`src/rtl/core/ppc_pkg.sv`:
```
// Shared types and constants for the pedal position plausibility check.
package ppc_pkg;

   // Converter sample and calibration width.
   localparam int ADC_BITS = 10;
   // Full pedal travel in travel units.
   localparam int FULL_TRAVEL = 255;
   // Torque per travel unit.
   localparam int TORQUE_SCALE = 1;
   localparam int SCALE_W = 8;
   // Numerator magnitude width: |raw - min| * 255.
   localparam int NUM_W = ADC_BITS + 8;
   localparam int QUEUE_DEPTH = 2;
   localparam int CSR_INDEX_W = 3;
   localparam int CSR_DATA_W = 16;
   localparam int REQ_BITS = 2 * ADC_BITS + 2;
   localparam int REQ_TDATA_W = ((REQ_BITS + 7) / 8) * 8;
   localparam int RSP_BITS = 38;
   localparam int RSP_TDATA_W = ((RSP_BITS + 7) / 8) * 8;

   typedef enum logic [CSR_INDEX_W-1:0] {
      CFG_LEFT_MIN        = 3'd0,
      CFG_LEFT_MAX        = 3'd1,
      CFG_RIGHT_MIN       = 3'd2,
      CFG_RIGHT_MAX       = 3'd3,
      CFG_DEVIATION_LIMIT = 3'd4,
      CFG_BRAKE_TRIP      = 3'd5,
      CFG_BRAKE_RELEASE   = 3'd6,
      CFG_FAULT_TIMEOUT   = 3'd7
   } cfg_index_type;

   typedef enum logic [2:0] {
      STATUS_IDLE      = 3'd0,
      STATUS_RUN       = 3'd1,
      STATUS_RANGE     = 3'd2,
      STATUS_DEVIATION = 3'd3,
      STATUS_BRAKE     = 3'd4
   } status_type;

   typedef enum logic [1:0] {
      BK_IDLE,
      BK_DIV_LEFT,
      BK_DIV_RIGHT,
      BK_CHECK
   } back_state_type;

   typedef struct packed {
      logic [ADC_BITS-1:0] left_min;
      logic [ADC_BITS-1:0] left_max;
      logic [ADC_BITS-1:0] right_min;
      logic [ADC_BITS-1:0] right_max;
      logic [7:0]          deviation_limit;
      logic [7:0]          brake_trip_level;
      logic [7:0]          brake_release_level;
      logic [15:0]         fault_timeout_ticks;
   } cfg_type;

   // Request payload, last field in the lowest bits.
   typedef struct packed {
      logic                drive_ready;
      logic                brake_applied;
      logic [ADC_BITS-1:0] raw_right;
      logic [ADC_BITS-1:0] raw_left;
   } req_type;

   // Result payload, last field in the lowest bits.
   typedef struct packed {
      logic        inverter_enable_bit;
      logic        brake_fault;
      logic        deviation_fault;
      logic        range_fault;
      status_type  status_code;
      logic [7:0]  right_travel;
      logic [7:0]  left_travel;
      logic [14:0] torque_cmd;
   } rsp_type;

   // One sensor after classification: signed numerator split into magnitude and sign.
   typedef struct packed {
      logic [NUM_W-1:0]    num_mag;
      logic                neg;
      logic [ADC_BITS-1:0] den;
      logic                bad;
   } sensor_job_type;

   typedef struct packed {
      sensor_job_type left;
      sensor_job_type right;
      logic           brake_applied;
      logic           drive_ready;
   } job_type;

   // Divider handshake toward the back end.
   typedef struct packed {
      logic             done;
      logic [NUM_W-1:0] quotient;
      logic             rem_nonzero;
   } div_result_type;

endpackage

```
`src/rtl/core/pedal_position_plausibility_check.sv`:
```
// Top level of the pedal position plausibility check.
// Each request carries two raw pedal samples with the brake and drive-ready levels and
// yields exactly one result: both travels mapped to 0..255, the range, deviation and
// brake faults, a status code and the torque command. An accepted request is dequeued,
// divided for each sensor in the shared restoring divider (18 quotient bits), one sensor
// after the other, and then checked; the back end takes a new request only once the last
// one has passed its checks, and the checks wait while a result is stalled. A two-entry
// queue decouples request acceptance from processing, and the result register lets the
// next request be processed while a result waits to be taken. The user must write the
// calibration registers through the csr port only while no request is in flight; the
// block does not enforce this. csr_ready is always high.
module pedal_position_plausibility_check
   import ppc_pkg::*;
(
   input  logic                   clock,
   input  logic                   reset,
   // Requests: raw_left[9:0], raw_right[19:10], brake_applied[20], drive_ready[21].
   input  logic                   req_tvalid,
   output logic                   req_tready,
   input  logic [REQ_TDATA_W-1:0] req_tdata,
   // Results: torque_cmd[14:0], left_travel[22:15], right_travel[30:23],
   // status_code[33:31], range_fault[34], deviation_fault[35], brake_fault[36],
   // inverter_enable_bit[37].
   output logic                   rsp_tvalid,
   input  logic                   rsp_tready,
   output logic [RSP_TDATA_W-1:0] rsp_tdata,
   // Register writes.
   input  logic                   csr_valid,
   output logic                   csr_ready,
   input  logic [CSR_INDEX_W-1:0] csr_index,
   input  logic [CSR_DATA_W-1:0]  csr_wdata
);

   cfg_type cfg_ff, cfg_in;
   job_type pop_data;
   logic    pop;
   logic    empty;

   assign csr_ready = 1'b1;

   // Register file write decode.
   always_comb begin
      cfg_in = cfg_ff;
      if (csr_valid && csr_ready) begin
         unique case (cfg_index_type'(csr_index))
            CFG_LEFT_MIN:        cfg_in.left_min            = csr_wdata[ADC_BITS-1:0];
            CFG_LEFT_MAX:        cfg_in.left_max            = csr_wdata[ADC_BITS-1:0];
            CFG_RIGHT_MIN:       cfg_in.right_min           = csr_wdata[ADC_BITS-1:0];
            CFG_RIGHT_MAX:       cfg_in.right_max           = csr_wdata[ADC_BITS-1:0];
            CFG_DEVIATION_LIMIT: cfg_in.deviation_limit     = csr_wdata[7:0];
            CFG_BRAKE_TRIP:      cfg_in.brake_trip_level    = csr_wdata[7:0];
            CFG_BRAKE_RELEASE:   cfg_in.brake_release_level = csr_wdata[7:0];
            CFG_FAULT_TIMEOUT:   cfg_in.fault_timeout_ticks = csr_wdata[15:0];
            default: begin
               cfg_in = cfg_ff;
            end
         endcase
      end
   end

   always_ff @(posedge clock) begin
      if (reset) begin
         cfg_ff.left_min            <= '0;
         cfg_ff.left_max            <= '1;
         cfg_ff.right_min           <= '0;
         cfg_ff.right_max           <= '1;
         cfg_ff.deviation_limit     <= 8'd25;
         cfg_ff.brake_trip_level    <= 8'd64;
         cfg_ff.brake_release_level <= 8'd13;
         cfg_ff.fault_timeout_ticks <= 16'd100;
      end else begin
         cfg_ff <= cfg_in;
      end
   end

   ppc_front u_front (
      .clock      (clock),
      .reset      (reset),
      .cfg        (cfg_ff),
      .req_tvalid (req_tvalid),
      .req_tready (req_tready),
      .req_tdata  (req_tdata),
      .pop        (pop),
      .pop_data   (pop_data),
      .empty      (empty)
   );

   ppc_back u_back (
      .clock      (clock),
      .reset      (reset),
      .cfg        (cfg_ff),
      .pop_data   (pop_data),
      .empty      (empty),
      .pop        (pop),
      .rsp_tvalid (rsp_tvalid),
      .rsp_tready (rsp_tready),
      .rsp_tdata  (rsp_tdata)
   );

endmodule

```
`src/rtl/core/ppc_queue.sv`:
```
// Two-entry queue that carries classified requests from the front to the back end.
module ppc_queue
   import ppc_pkg::*;
(
   input  logic    clock,
   input  logic    reset,
   input  logic    push,
   input  job_type push_data,
   input  logic    pop,
   output job_type pop_data,
   output logic    full,
   output logic    empty
);

   localparam int PTR_W = $clog2(QUEUE_DEPTH);
   localparam int CNT_W = $clog2(QUEUE_DEPTH + 1);

   job_type            entry_ff [QUEUE_DEPTH];
   logic [PTR_W-1:0]   wr_ptr_ff, wr_ptr_in;
   logic [PTR_W-1:0]   rd_ptr_ff, rd_ptr_in;
   logic [CNT_W-1:0]   count_ff, count_in;

   assign full     = (count_ff == CNT_W'(QUEUE_DEPTH));
   assign empty    = (count_ff == '0);
   assign pop_data = entry_ff[rd_ptr_ff];

   // Pointer and fill count update.
   always_comb begin
      wr_ptr_in = wr_ptr_ff;
      rd_ptr_in = rd_ptr_ff;
      count_in  = count_ff;
      if (push) begin
         wr_ptr_in = (wr_ptr_ff == PTR_W'(QUEUE_DEPTH - 1)) ? '0 : wr_ptr_ff + 1'b1;
      end
      if (pop) begin
         rd_ptr_in = (rd_ptr_ff == PTR_W'(QUEUE_DEPTH - 1)) ? '0 : rd_ptr_ff + 1'b1;
      end
      if (push && !pop) begin
         count_in = count_ff + 1'b1;
      end else if (pop && !push) begin
         count_in = count_ff - 1'b1;
      end
   end

   always_ff @(posedge clock) begin
      if (reset) begin
         wr_ptr_ff <= '0;
         rd_ptr_ff <= '0;
         count_ff  <= '0;
      end else begin
         wr_ptr_ff <= wr_ptr_in;
         rd_ptr_ff <= rd_ptr_in;
         count_ff  <= count_in;
      end
   end

   // Entry storage needs no reset.
   always_ff @(posedge clock) begin
      if (push) begin
         entry_ff[wr_ptr_ff] <= push_data;
      end
   end

endmodule

```
`src/rtl/core/ppc_front.sv`:
```
// Front end: accepts requests, classifies each sensor and queues the work.
module ppc_front
   import ppc_pkg::*;
(
   input  logic                   clock,
   input  logic                   reset,
   input  cfg_type                cfg,
   input  logic                   req_tvalid,
   output logic                   req_tready,
   input  logic [REQ_TDATA_W-1:0] req_tdata,
   input  logic                   pop,
   output job_type                pop_data,
   output logic                   empty
);

   req_type req;
   job_type job;
   logic    full;
   logic    push;

   assign req        = req_type'(req_tdata[REQ_BITS-1:0]);
   assign req_tready = !full;
   assign push       = req_tvalid && req_tready;

   // Split (raw - min) * 255 into sign and magnitude and flag an empty or inverted calibration.
   function automatic sensor_job_type classify(
      input logic [ADC_BITS-1:0] raw,
      input logic [ADC_BITS-1:0] lo,
      input logic [ADC_BITS-1:0] hi
   );
      sensor_job_type        s;
      logic [ADC_BITS:0]     diff;
      logic [ADC_BITS-1:0]   mag;
      diff      = {1'b0, raw} - {1'b0, lo};
      mag       = diff[ADC_BITS] ? ADC_BITS'(-diff) : diff[ADC_BITS-1:0];
      s.neg     = diff[ADC_BITS];
      s.num_mag = {mag, 8'd0} - NUM_W'(mag);
      s.den     = hi - lo;
      s.bad     = (hi <= lo);
      return s;
   endfunction

   always_comb begin
      job.left          = classify(req.raw_left, cfg.left_min, cfg.left_max);
      job.right         = classify(req.raw_right, cfg.right_min, cfg.right_max);
      job.brake_applied = req.brake_applied;
      job.drive_ready   = req.drive_ready;
   end

   ppc_queue u_queue (
      .clock     (clock),
      .reset     (reset),
      .push      (push),
      .push_data (job),
      .pop       (pop),
      .pop_data  (pop_data),
      .full      (full),
      .empty     (empty)
   );

endmodule

```
`src/rtl/core/ppc_divider.sv`:
```
// Restoring divider, one quotient bit per cycle, shared by both sensors.
module ppc_divider
   import ppc_pkg::*;
(
   input  logic                clock,
   input  logic                reset,
   input  logic                start,
   input  logic [NUM_W-1:0]    dividend,
   input  logic [ADC_BITS-1:0] divisor,
   output div_result_type      result
);

   localparam int CNT_W = $clog2(NUM_W + 1);

   logic [CNT_W-1:0]    count_ff, count_in;
   logic                busy_ff, busy_in;
   logic                done_ff, done_in;
   logic [ADC_BITS-1:0] rem_ff, rem_in;
   logic [NUM_W-1:0]    quo_ff, quo_in;
   logic [ADC_BITS-1:0] div_ff, div_in;
   logic [ADC_BITS:0]   trial;
   logic                take;

   // One shift-and-subtract step per cycle.
   always_comb begin
      trial    = {rem_ff, quo_ff[NUM_W-1]};
      take     = (trial >= {1'b0, div_ff});
      count_in = count_ff;
      busy_in  = busy_ff;
      done_in  = 1'b0;
      rem_in   = rem_ff;
      quo_in   = quo_ff;
      div_in   = div_ff;
      if (start) begin
         count_in = CNT_W'(NUM_W);
         busy_in  = 1'b1;
         rem_in   = '0;
         quo_in   = dividend;
         div_in   = divisor;
      end else if (busy_ff) begin
         rem_in   = take ? ADC_BITS'(trial - {1'b0, div_ff}) : trial[ADC_BITS-1:0];
         quo_in   = {quo_ff[NUM_W-2:0], take};
         count_in = count_ff - 1'b1;
         if (count_ff == CNT_W'(1)) begin
            busy_in = 1'b0;
            done_in = 1'b1;
         end
      end
   end

   always_ff @(posedge clock) begin
      if (reset) begin
         count_ff <= '0;
         busy_ff  <= 1'b0;
         done_ff  <= 1'b0;
      end else begin
         count_ff <= count_in;
         busy_ff  <= busy_in;
         done_ff  <= done_in;
      end
   end

   always_ff @(posedge clock) begin
      rem_ff <= rem_in;
      quo_ff <= quo_in;
      div_ff <= div_in;
   end

   assign result.done        = done_ff;
   assign result.quotient    = quo_ff;
   assign result.rem_nonzero = (rem_ff != '0);

endmodule

```
`src/rtl/core/ppc_back.sv`:
```
// Back end: sequences the divisions, runs the plausibility checks and holds the result.
module ppc_back
   import ppc_pkg::*;
(
   input  logic                   clock,
   input  logic                   reset,
   input  cfg_type                cfg,
   input  job_type                pop_data,
   input  logic                   empty,
   output logic                   pop,
   output logic                   rsp_tvalid,
   input  logic                   rsp_tready,
   output logic [RSP_TDATA_W-1:0] rsp_tdata
);

   back_state_type       state_ff, state_in;
   job_type              job_ff, job_in;
   logic signed [15:0]   tl_ff, tl_in;
   logic signed [15:0]   tr_ff, tr_in;
   logic                 latch_ff, latch_in;
   logic [15:0]          fault_cnt_ff, fault_cnt_in;
   logic [14:0]          held_ff, held_in;
   logic                 rsp_valid_ff, rsp_valid_in;
   rsp_type              rsp_ff, rsp_in;

   logic                 div_start;
   logic [NUM_W-1:0]     div_dividend;
   logic [ADC_BITS-1:0]  div_divisor;
   div_result_type       div_res;
   logic signed [15:0]   travel;
   logic                 cur_neg;
   logic                 cur_bad;

   // Check stage signals.
   logic signed [15:0]   pmin, pmax;
   logic signed [16:0]   spread;
   logic                 oor_l, oor_r, range_f, dev_f, latch_next;
   logic [7:0]           cl, cr;
   logic [15:0]          cnt_plus;
   logic [15:0]          torque_prod;
   logic                 out_free;
   status_type           status;

   ppc_divider u_divider (
      .clock    (clock),
      .reset    (reset),
      .start    (div_start),
      .dividend (div_dividend),
      .divisor  (div_divisor),
      .result   (div_res)
   );

   // Floor the signed quotient and saturate it to 16 bits; an empty or inverted calibration reads 0.
   function automatic logic signed [15:0] floor_sat(
      input logic [NUM_W-1:0] qmag,
      input logic             rem_nz,
      input logic             neg,
      input logic             bad
   );
      logic [NUM_W:0]     qup;
      logic signed [15:0] v;
      qup = {1'b0, qmag} + (NUM_W + 1)'(neg && rem_nz);
      if (bad) begin
         v = 16'sd0;
      end else if (!neg) begin
         v = (qmag > NUM_W'(32767)) ? 16'sh7FFF : 16'(qmag);
      end else begin
         v = (qup > (NUM_W + 1)'(32768)) ? 16'sh8000 : 16'(-qup);
      end
      return v;
   endfunction

   assign cur_neg = (state_ff == BK_DIV_LEFT) ? job_ff.left.neg : job_ff.right.neg;
   assign cur_bad = (state_ff == BK_DIV_LEFT) ? job_ff.left.bad : job_ff.right.bad;
   assign travel  = floor_sat(div_res.quotient, div_res.rem_nonzero, cur_neg, cur_bad);

   // Plausibility checks on the saturated travels.
   always_comb begin
      pmin     = (tl_ff < tr_ff) ? tl_ff : tr_ff;
      pmax     = (tl_ff > tr_ff) ? tl_ff : tr_ff;
      spread   = {pmax[15], pmax} - {pmin[15], pmin};
      dev_f    = (spread > $signed({9'd0, cfg.deviation_limit}));
      oor_l    = job_ff.left.bad || (tl_ff < 16'sd0) || (tl_ff > 16'(FULL_TRAVEL));
      oor_r    = job_ff.right.bad || (tr_ff < 16'sd0) || (tr_ff > 16'(FULL_TRAVEL));
      range_f  = oor_l || oor_r;
      cl       = (tl_ff < 16'sd0) ? 8'd0 : ((tl_ff > 16'(FULL_TRAVEL)) ? 8'd255 : tl_ff[7:0]);
      cr       = (tr_ff < 16'sd0) ? 8'd0 : ((tr_ff > 16'(FULL_TRAVEL)) ? 8'd255 : tr_ff[7:0]);
      cnt_plus = fault_cnt_ff + 16'd1;
      torque_prod = pmin[7:0] * SCALE_W'(TORQUE_SCALE);
      if (job_ff.brake_applied && (pmin >= $signed({8'd0, cfg.brake_trip_level}))) begin
         latch_next = 1'b1;
      end else if (latch_ff && (pmin <= $signed({8'd0, cfg.brake_release_level}))) begin
         latch_next = 1'b0;
      end else begin
         latch_next = latch_ff;
      end
   end

   assign out_free = !rsp_valid_ff || rsp_tready;

   // Sequencer, state update and result register.
   always_comb begin
      state_in     = state_ff;
      job_in       = job_ff;
      tl_in        = tl_ff;
      tr_in        = tr_ff;
      latch_in     = latch_ff;
      fault_cnt_in = fault_cnt_ff;
      held_in      = held_ff;
      rsp_valid_in = rsp_valid_ff && !rsp_tready;
      rsp_in       = rsp_ff;
      pop          = 1'b0;
      div_start    = 1'b0;
      div_dividend = pop_data.left.num_mag;
      div_divisor  = pop_data.left.den;
      status       = STATUS_IDLE;
      unique case (state_ff)
         BK_IDLE: begin
            if (!empty) begin
               pop       = 1'b1;
               job_in    = pop_data;
               div_start = 1'b1;
               state_in  = BK_DIV_LEFT;
            end
         end
         BK_DIV_LEFT: begin
            div_dividend = job_ff.right.num_mag;
            div_divisor  = job_ff.right.den;
            if (div_res.done) begin
               tl_in     = travel;
               div_start = 1'b1;
               state_in  = BK_DIV_RIGHT;
            end
         end
         BK_DIV_RIGHT: begin
            if (div_res.done) begin
               tr_in    = travel;
               state_in = BK_CHECK;
            end
         end
         BK_CHECK: begin
            if (out_free) begin
               latch_in = latch_next;
               if (latch_next) begin
                  held_in = '0;
                  status  = STATUS_BRAKE;
               end else if (!job_ff.drive_ready) begin
                  held_in = '0;
                  status  = STATUS_IDLE;
               end else if (range_f || dev_f) begin
                  status = range_f ? STATUS_RANGE : STATUS_DEVIATION;
                  if (cnt_plus >= cfg.fault_timeout_ticks) begin
                     held_in      = '0;
                     fault_cnt_in = '0;
                  end else begin
                     fault_cnt_in = cnt_plus;
                  end
               end else begin
                  status       = STATUS_RUN;
                  fault_cnt_in = '0;
                  held_in      = torque_prod[14:0];
               end
               rsp_in.torque_cmd          = held_in;
               rsp_in.left_travel         = cl;
               rsp_in.right_travel        = cr;
               rsp_in.status_code         = status;
               rsp_in.range_fault         = range_f;
               rsp_in.deviation_fault     = dev_f;
               rsp_in.brake_fault         = latch_next;
               rsp_in.inverter_enable_bit = !job_ff.drive_ready;
               rsp_valid_in               = 1'b1;
               state_in                   = BK_IDLE;
            end
         end
         default: begin
            state_in = BK_IDLE;
         end
      endcase
   end

   always_ff @(posedge clock) begin
      if (reset) begin
         state_ff     <= BK_IDLE;
         latch_ff     <= 1'b0;
         fault_cnt_ff <= '0;
         held_ff      <= '0;
         rsp_valid_ff <= 1'b0;
      end else begin
         state_ff     <= state_in;
         latch_ff     <= latch_in;
         fault_cnt_ff <= fault_cnt_in;
         held_ff      <= held_in;
         rsp_valid_ff <= rsp_valid_in;
      end
   end

   always_ff @(posedge clock) begin
      job_ff <= job_in;
      tl_ff  <= tl_in;
      tr_ff  <= tr_in;
      rsp_ff <= rsp_in;
   end

   assign rsp_tvalid = rsp_valid_ff;
   assign rsp_tdata  = {(RSP_TDATA_W - RSP_BITS)'(0), rsp_ff};

endmodule

```
`config.mk`:
```
export PLATFORM = sky130hd
export DESIGN_NAME = pedal_position_plausibility_check
export DESIGN_NICKNAME = d
export VERILOG_FILES = /design/src/rtl/core/ppc_pkg.sv /design/src/rtl/core/pedal_position_plausibility_check.sv /design/src/rtl/core/ppc_queue.sv /design/src/rtl/core/ppc_front.sv /design/src/rtl/core/ppc_divider.sv /design/src/rtl/core/ppc_back.sv
export SDC_FILE = /design/constraint.sdc
export NUM_CORES = 1
export LEC_CHECK = 0
export CAP_MARGIN = 10
export CORE_AREA = 2 2 182 184
export CTS_CLUSTER_DIAMETER = 120
export DETAILED_ROUTE_END_ITERATION = 8
export DIE_AREA = 0 0 184 186
export DONT_BUFFER_PORTS = 1
export MAX_ROUTING_LAYER = met4
export PLACE_DENSITY = 0.94
export SYNTH_ARGS = -nofsm -noshare
export SYNTH_HDL_FRONTEND = slang
export SYNTH_SLANG_ARGS = --single-unit
```
`constraint.sdc`:
```
create_clock -name clock -period 11.7 [get_ports clock]
set_input_delay 2.34 -clock clock [delete_from_list [all_inputs] [get_ports clock]]
set_output_delay 2.34 -clock clock [all_outputs]
set_load 0.005 [all_outputs]
```
Word-level counts from Yosys, hierarchy flattened
Memory sizes are Yosys's and may differ from the RTL's. A register that Yosys moved wholly into a read port is not among the register bits.
Index checks and enable logic that the tools add are counted.

word-level totals
  output and inout port bits = 43
  word-level logic and storage cells = 195
  memory bits (writable) = 124
  memories = 1
  register bits after elaboration = 268

operators by class
  mux-type cells = 53
  add/sub/neg operators = 18
  reduce and logical (&&, ||, !) cells = 44
  equal/unequal tests = 16
  bitwise logic cells = 5
  order comparisons = 15

memory list
  name                      depth  bits a word  rd ports  clocked after Yosys merged registers in  write ports  RTL line         text
  u_front.u_queue.entry_ff  2      62           1         1                                        1            ppc_queue.sv:18  job_type entry_ff [QUEUE_DEPTH];

operator list
  kind                     number
  $mux W16                 8
  $mux W15                 4
  $mux W18                 3
  $mux W10                 4
  $sub A18 B10 Y18         2
  $gt A16 B9 Y1 const B    2
  $lt A16 B1 Y1 const B    2
  $sub A10 B10 Y10         3
  $reduce_and A2 Y1        12
  $sub A10 B10 Y11         2
  $le A10 B10 Y1           2
  $mux W1                  20
  $neg A10 Y10             2
  $add A18 B1 Y19          1
  $gt A19 B16 Y1 const B   1
  $gt A18 B15 Y1 const B   1
  $gt A17 B9 Y1            1
  $sub A16 B16 Y17         1
  $add A16 B1 Y16 const B  1
  $ge A16 B16 Y1           1
  $ge A16 B9 Y1            1
  $gt A16 B16 Y1           1
  $le A16 B9 Y1            1
  $lt A16 B16 Y1           1
  31 further kinds         74

Logic depth before layout (Yosys ltp)
  depth in word-level cells = 8
  depth in mapped cells = 31

Modules after synthesis
A second synthesis with hierarchy kept.

second synthesis, totals
  cell total of the unflattened synthesis = 2103
  area total of the unflattened synthesis = 22719.3 um^2

modules (own cells, without submodules)
  module                             sequential area each (um^2)  area each (um^2)  times used  cells an instance
  ppc_back                           3823.7                       9171.3            1           904
  ppc_queue                          3823.7                       4702.0            1           215
  ppc_front                          0.0                          3363.2            1           484
  pedal_position_plausibility_check  1601.5                       3164.3            1           298
  ppc_divider                        1181.1                       2318.5            1           202

Least setup slack after synthesis
Ideal clock, no wire load.

  path kind = register -> register
  from = register u_back.tr_ff[15]
  to = register u_back.rsp_ff, in the netlist u_back.rsp_tdata[4], data pin
  stages on the path, launching flop included = 28
  data required time = 11.446 ns
  path slack = 5.420 ns
  path buffers = 4
  arrival = 6.026 ns
  cell sequence = edfxtp_1 > clkbuf_1 > inv_1 > ha_1 > nand3_2 > nor4_4 > o21ai_2 > and3_1 > nor2_4 > buf_2 > a21boi_2 > clkbuf_1 > o21ai_0 > fa_1 > a211oi_2 > o21bai_1 > a21oi_1 > xnor2_1 > ha_1 > a211o_1 > a211oi_1 > o221a_2 > o31ai_1 > nor4_2 > a21oi_1 > buf_2 > and3_1 > o21a_1

on the way
  cells in the longest elaborated chain, start to end = 8
  elaborated cells on any way between the ends = 21
  classes of those cells = 1 x add/sub; 7 x order compare; 7 x mux; 6 x reduce/logical

RTL lines
  item                                                           RTL line                        text
  start, declared                                                ppc_back.sv:19                  logic signed [15:0] tr_ff, tr_in;
  start signal, assigned                                         ppc_back.sv:200                 tr_ff <= tr_in;
  $gt A16 B16 Y1 (tied with other cells)                         ppc_back.sv:80                  pmax = (tl_ff > tr_ff) ? tl_ff : tr_ff;
  $mux W16 (tied with other cells)                               ppc_back.sv:80
  $sub A16 B16 Y17 / $logic_or A1 B1 Y1 (equally long branches)  ppc_back.sv:81, ppc_back.sv:84
  $gt A17 B9 Y1 / $logic_or A1 B1 Y1 (equally long branches)     ppc_back.sv:82, ppc_back.sv:85
  $logic_or A1 B1 Y1                                             ppc_back.sv:150                 end else if (range_f || dev_f) begin
  $mux W15                                                       ppc_back.sv:150
  $mux W15                                                       ppc_back.sv:147                 end else if (!job_ff.drive_ready) begin
  $mux W15 (*)                                                   ppc_back.sv:144                 if (latch_next) begin
  end signal, assigned                                           ppc_back.sv:201                 rsp_ff <= rsp_in;
  end, declared                                                  ppc_back.sv:24                  rsp_type rsp_ff, rsp_in;

Mark *: on every way between the ends. The rest lies on a longest branch, timed or not.
A chain may end at the register's enable or synchronous reset.

Worst setup path in the final report
  from = register u_back.tr_ff[15]
  to = register u_back.rsp_ff, in the netlist u_back.rsp_tdata[13], data pin

Same word-level chain as after synthesis.

==> results.txt <==
----------------------------------------------------
[Placed design]
  HPWL reported at the end of detailed placement ... 38600 um
  Number of port buffers ... 0
  Number of instances in the placed design ... around 2.6k
  Routability Congestion ... slightly above 0.9

[Critical path]
  Critical path buffer and inverter count ... 4
  Critical-path maximum fanout ... 43
  R2r startpoint ... u_back.tr_ff[15]
  Slowest cell delay on critical path ... 0.59 ns
  Category of cells accounting for the largest share of critical-path delay ... compound AO/OA/AOI/OAI gates
  Worst setup path end ... u_back.rsp_tdata[13]
  Critical path's slowest cell ... sky130_fd_sc_hd__edfxtp_1
  Minimum setup slack among reg-to-reg paths ... 4.15 ns
  Kind of critical path ... flip-flop to flip-flop
  Terminus of the critical flop-to-flop path ... u_back.rsp_tdata[13]
  Critical Path Most Common Cell ... sky130_fd_sc_hd__ha_1
  Worst path required time ... 12.01 ns
  Crit path DAT ... 7.85 ns
  Setup crit end kind ... flip-flop
  Critical path startpoint ... u_back.tr_ff[15]
  WP depth ... 27
  Type of origin of the critical path ... flip-flop
  Worst r2r path cells ... 27

[Finish]
  Area growth from synthesis to layout ... 6.732%
  Commonest cells after routing, fill and taps aside ... sky130_fd_sc_hd__nand2_1 (260), sky130_fd_sc_hd__edfxtp_1 (256), sky130_fd_sc_hd__nor2_1 (172)
  Number of standard cells in the final layout excluding fillers ... ~2.6k
  ANT cells ... 0
  Core Util, Final ... 0.7361
  Fillers ... 2080
  Share of layout cells above drive strength 1 ... 0.07527
  FF+latch area ... roughly 10000 um^2
  Most common library cell in the layout ignoring fill and taps ... sky130_fd_sc_hd__nand2_1
  Final nets ... ~2.4k
  Area taken by multi-input logic gates ... 10750 um^2

[Logic synthesis]
  Post-synthesis sequential element count ... 393
  Netlist cell types ... 100
  Cell Area, Synth ... around 22000 um^2
  Register area share after synthesis ... 0.4696
  Multiplexer area fraction after synthesis ... 0.05560
  Yosys warning total ... 0
  Async S/R FF share, synth ... 0
  Compound-gate portion of the synthesized area ... 0.1340
  Post-Syn Instances ... about 2.2k
  Top FF cell, synth ... sky130_fd_sc_hd__edfxtp_1
  Xor and xnor area share after synthesis ... 0.04653
  Share of synthesized cell area in full adder, half adder and majority cells ... 0.08484
  Dominant combinational cell family by area after synthesis ... simple AND/OR/NAND/NOR gates
  Basic-gate share of the synthesized area counting and, or, nand and nor cells ... 0.1616
  Post-synthesis average cell area ... roughly 9.9 um^2
  Count of flip-flops with a built-in enable after synthesis ... about 260

[Clocking]
  Sinks on the clock net ... roughly 400
  Gates resized, CTS repair ... 0
  H-tree depth ... 2
  Clock transition at the register clock pins on the worst setup and hold paths after CTS ... around 0.060 ns
  Post-CTS repair timing setup buffer count ... 0
  TritonCTS clock tree ... built
  Insertion delay of the later-clocked pin in the worst-skew pair ... approximately 0.56 ns
  Total clock buffers created by CTS ... 40
  Post-CTS Hold Fix Bufs ... 0
  Maximum count of clock buffers along a single path ... 3
  CTS root buffer ... sky130_fd_sc_hd__clkbuf_16

[Die]
  Initial Util ... 0.6897
  Die footprint ... between 30000 and 40000 um^2
  I/O pin cnt ... between 90 and 100
  Chip height ... around 190 um
  Die outline width ... 184 um
  Area inside the core boundary ... 32210 um^2
  Row cnt ... between 60 and 70

[Run]
  # Max-Cap Violations ... 0

[Route]
  Vias/cell ... about 6.5
  Number of remaining DRC errors ... 0
  Detailed-router iteration count before antenna repair ... 6
  Violation count after the first detailed-route iteration ... between 2k and 2.5k
  Final ANT Viol Nets ... 0
  Routed WL per cell ... 21.08 um
  Overall via count from detail_route ... approximately 17k
  Total wirelength of the detailed-routed design ... approximately 56000 um

[Pwr]
  Maximum resistive drop on vdd ... roughly 120 uV
  Total power per unit cell area ... 197.3 nW/um^2
  Reported leakage power ... 9.019 nW
  Power consumption ... 4.678 mW

[Global routing]
  Maximum number of pins on one net before global-route repair ... about 80
  Antenna violations before repair ... 0
  Via count of the first global-routing pass ... ~17k
  Grt ovf ... 0
  Total track usage ... 0.3374
  Global-route wire length before repair ... 87870 um

[Timing]
  Share of the clock period used by the worst path after layout ... 0.6451
  Unrepaired setup endpoints after global routing ... false
  Maximum frequency from static timing analysis ... roughly 130 MHz
  Total negative slack for setup checks ... 0 ns
  Post-Route Hold Slack ... roughly 0.45 ns
  Worst relative slew slack ... 0.1911
  Total count of max-transition violations in the final report ... 0
  Post-layout min period ... approximately 7.5 ns
  Clock Skews ... approximately 0.024 ns
  Setup-violating endpoint count in the final report ... 0
  Worst-Margin Slew ... between 1 and 1.5 ns
  Final count of hold timing violations ... 0

[Status]
  Status ... completed

[Worst hold path]
  Hold WC Path Type ... flip-flop to flip-flop

----------------------------------------------------
==> sequential cells by signal, summed over array words and instances (netlist names), 5 cells and up, named ones only <==
| register | cells |
|---|---|
| u_back.u_divider.count_ff | 5 |
| u_back.rsp_tdata | 38 |
| u_back.u_divider.rem_ff | 10 |
| u_back.tl_ff | 16 |
| cfg_ff | 80 |
| u_back.u_divider.quo_ff | 18 |
| u_back.tr_ff | 16 |
| u_back.fault_cnt_ff | 16 |
| u_back.held_ff | 15 |
| u_front.u_queue.entry_ff | 124 |
| u_back.job_ff | 34 |
| u_back.u_divider.div_ff | 10 |
==> tightest hold or removal path: stages, from the launching register on <==
cell and delay, ns:
sky130_fd_sc_hd__dfxtp_1 0.31, sky130_fd_sc_hd__nand2_1 0.05, sky130_fd_sc_hd__a21oi_1 0.05
==> stage by stage <==
step | cell area, um^2 | setup WS (ns)
floorplan | 22220 | 5.420
global placement | 22390 | 4.379
detailed placement | 22390 | 4.254
CTS | 23710 | 4.230
global route | 23710 | 3.723
finish | 23710 | 4.153
==> kinds of logic (layout without fill, tap and decap cells) <==
group | count (synthesis) | after routing
and+or+nand+nor | 745 | 745
AOI/OAI and AO/OA | 462 | 462
DFF | 393 | 393
buffers and inverters | 264 | 249
adders and majority gates | 147 | 147
muxes | 118 | 118
xor gates and xnor gates | 115 | 115
other | 2 | 3
==> metal layers <==
metal	track usage	share of wire	up-vias	wire length (um)
met3	0.05107	0.078	247	4328
li1	-	-	7930	-
met5	-	0	-	0
met4	0.1792	0.057	0	3183
met2	0.5594	0.48	924	26990
met1	0.4004	0.38	8127	21160
==> cell usage after synthesis, drive strengths merged, types with 16 or more instances <==
| master | instances | area (um^2) |
|---|---|---|
| a21o | 20 | 157.6 |
| buf | 36 | 197.7 |
| xor2 | 51 | 454.2 |
| a21oi | 138 | 694.4 |
| nand3 | 65 | 350.3 |
| o21ai | 125 | 640.6 |
| nor4 | 16 | 127.6 |
| nand2b | 23 | 143.9 |
| edfxtp | 256 | 7687 |
| clkbuf | 64 | 244.0 |
| nand2 | 260 | 975.9 |
| nor3 | 36 | 185.2 |
| nor2b | 20 | 125.1 |
| and3 | 38 | 237.7 |
| xnor2 | 64 | 579.3 |
| a31oi | 21 | 146.4 |
| o211ai | 17 | 132.6 |
| and2 | 30 | 188.9 |
| mux2 | 43 | 484.2 |
| nor2 | 175 | 664.4 |
| inv | 163 | 611.8 |
| mux2i | 75 | 750.7 |
| nand4 | 35 | 219.0 |
| dfxtp | 137 | 2743 |
| ha | 141 | 1764 |
| a21boi | 16 | 123.9 |
==> power by group <==
part | switching, mW | internal, mW
sequential | 0.173 | 1.87
clock | 0.552 | 0.727
combinational | 0.874 | 0.485
total | 1.60 | 3.08
==> final cells by class <==
type,instances,area share
clock buffer,53,0.04729
clock inverter,21,0.008128
inverter,164,0.02597
multi-input combinational,1590,0.4536
sequential,393,0.4400
tap,408,0.02153
timing repair buffer,11,0.003483
==> worst min path at each step <==
stage                        from  slack [ns]                  to  cells past startpoint
2_1_floorplan  u_back.held_ff[10]        0.42  u_back.held_ff[10]                      1
3_3_place_gp   u_back.held_ff[14]        0.44  u_back.held_ff[14]                      1
3_5_place_dp   u_back.held_ff[13]        0.44  u_back.held_ff[13]                      1
4_1_cts                 cfg_ff[7]        0.45           cfg_ff[7]                      2
5_1_grt                cfg_ff[10]        0.46          cfg_ff[10]                      2
6_report               cfg_ff[56]        0.45          cfg_ff[56]                      2
Note: power is estimated with default switching activity, not from simulation.
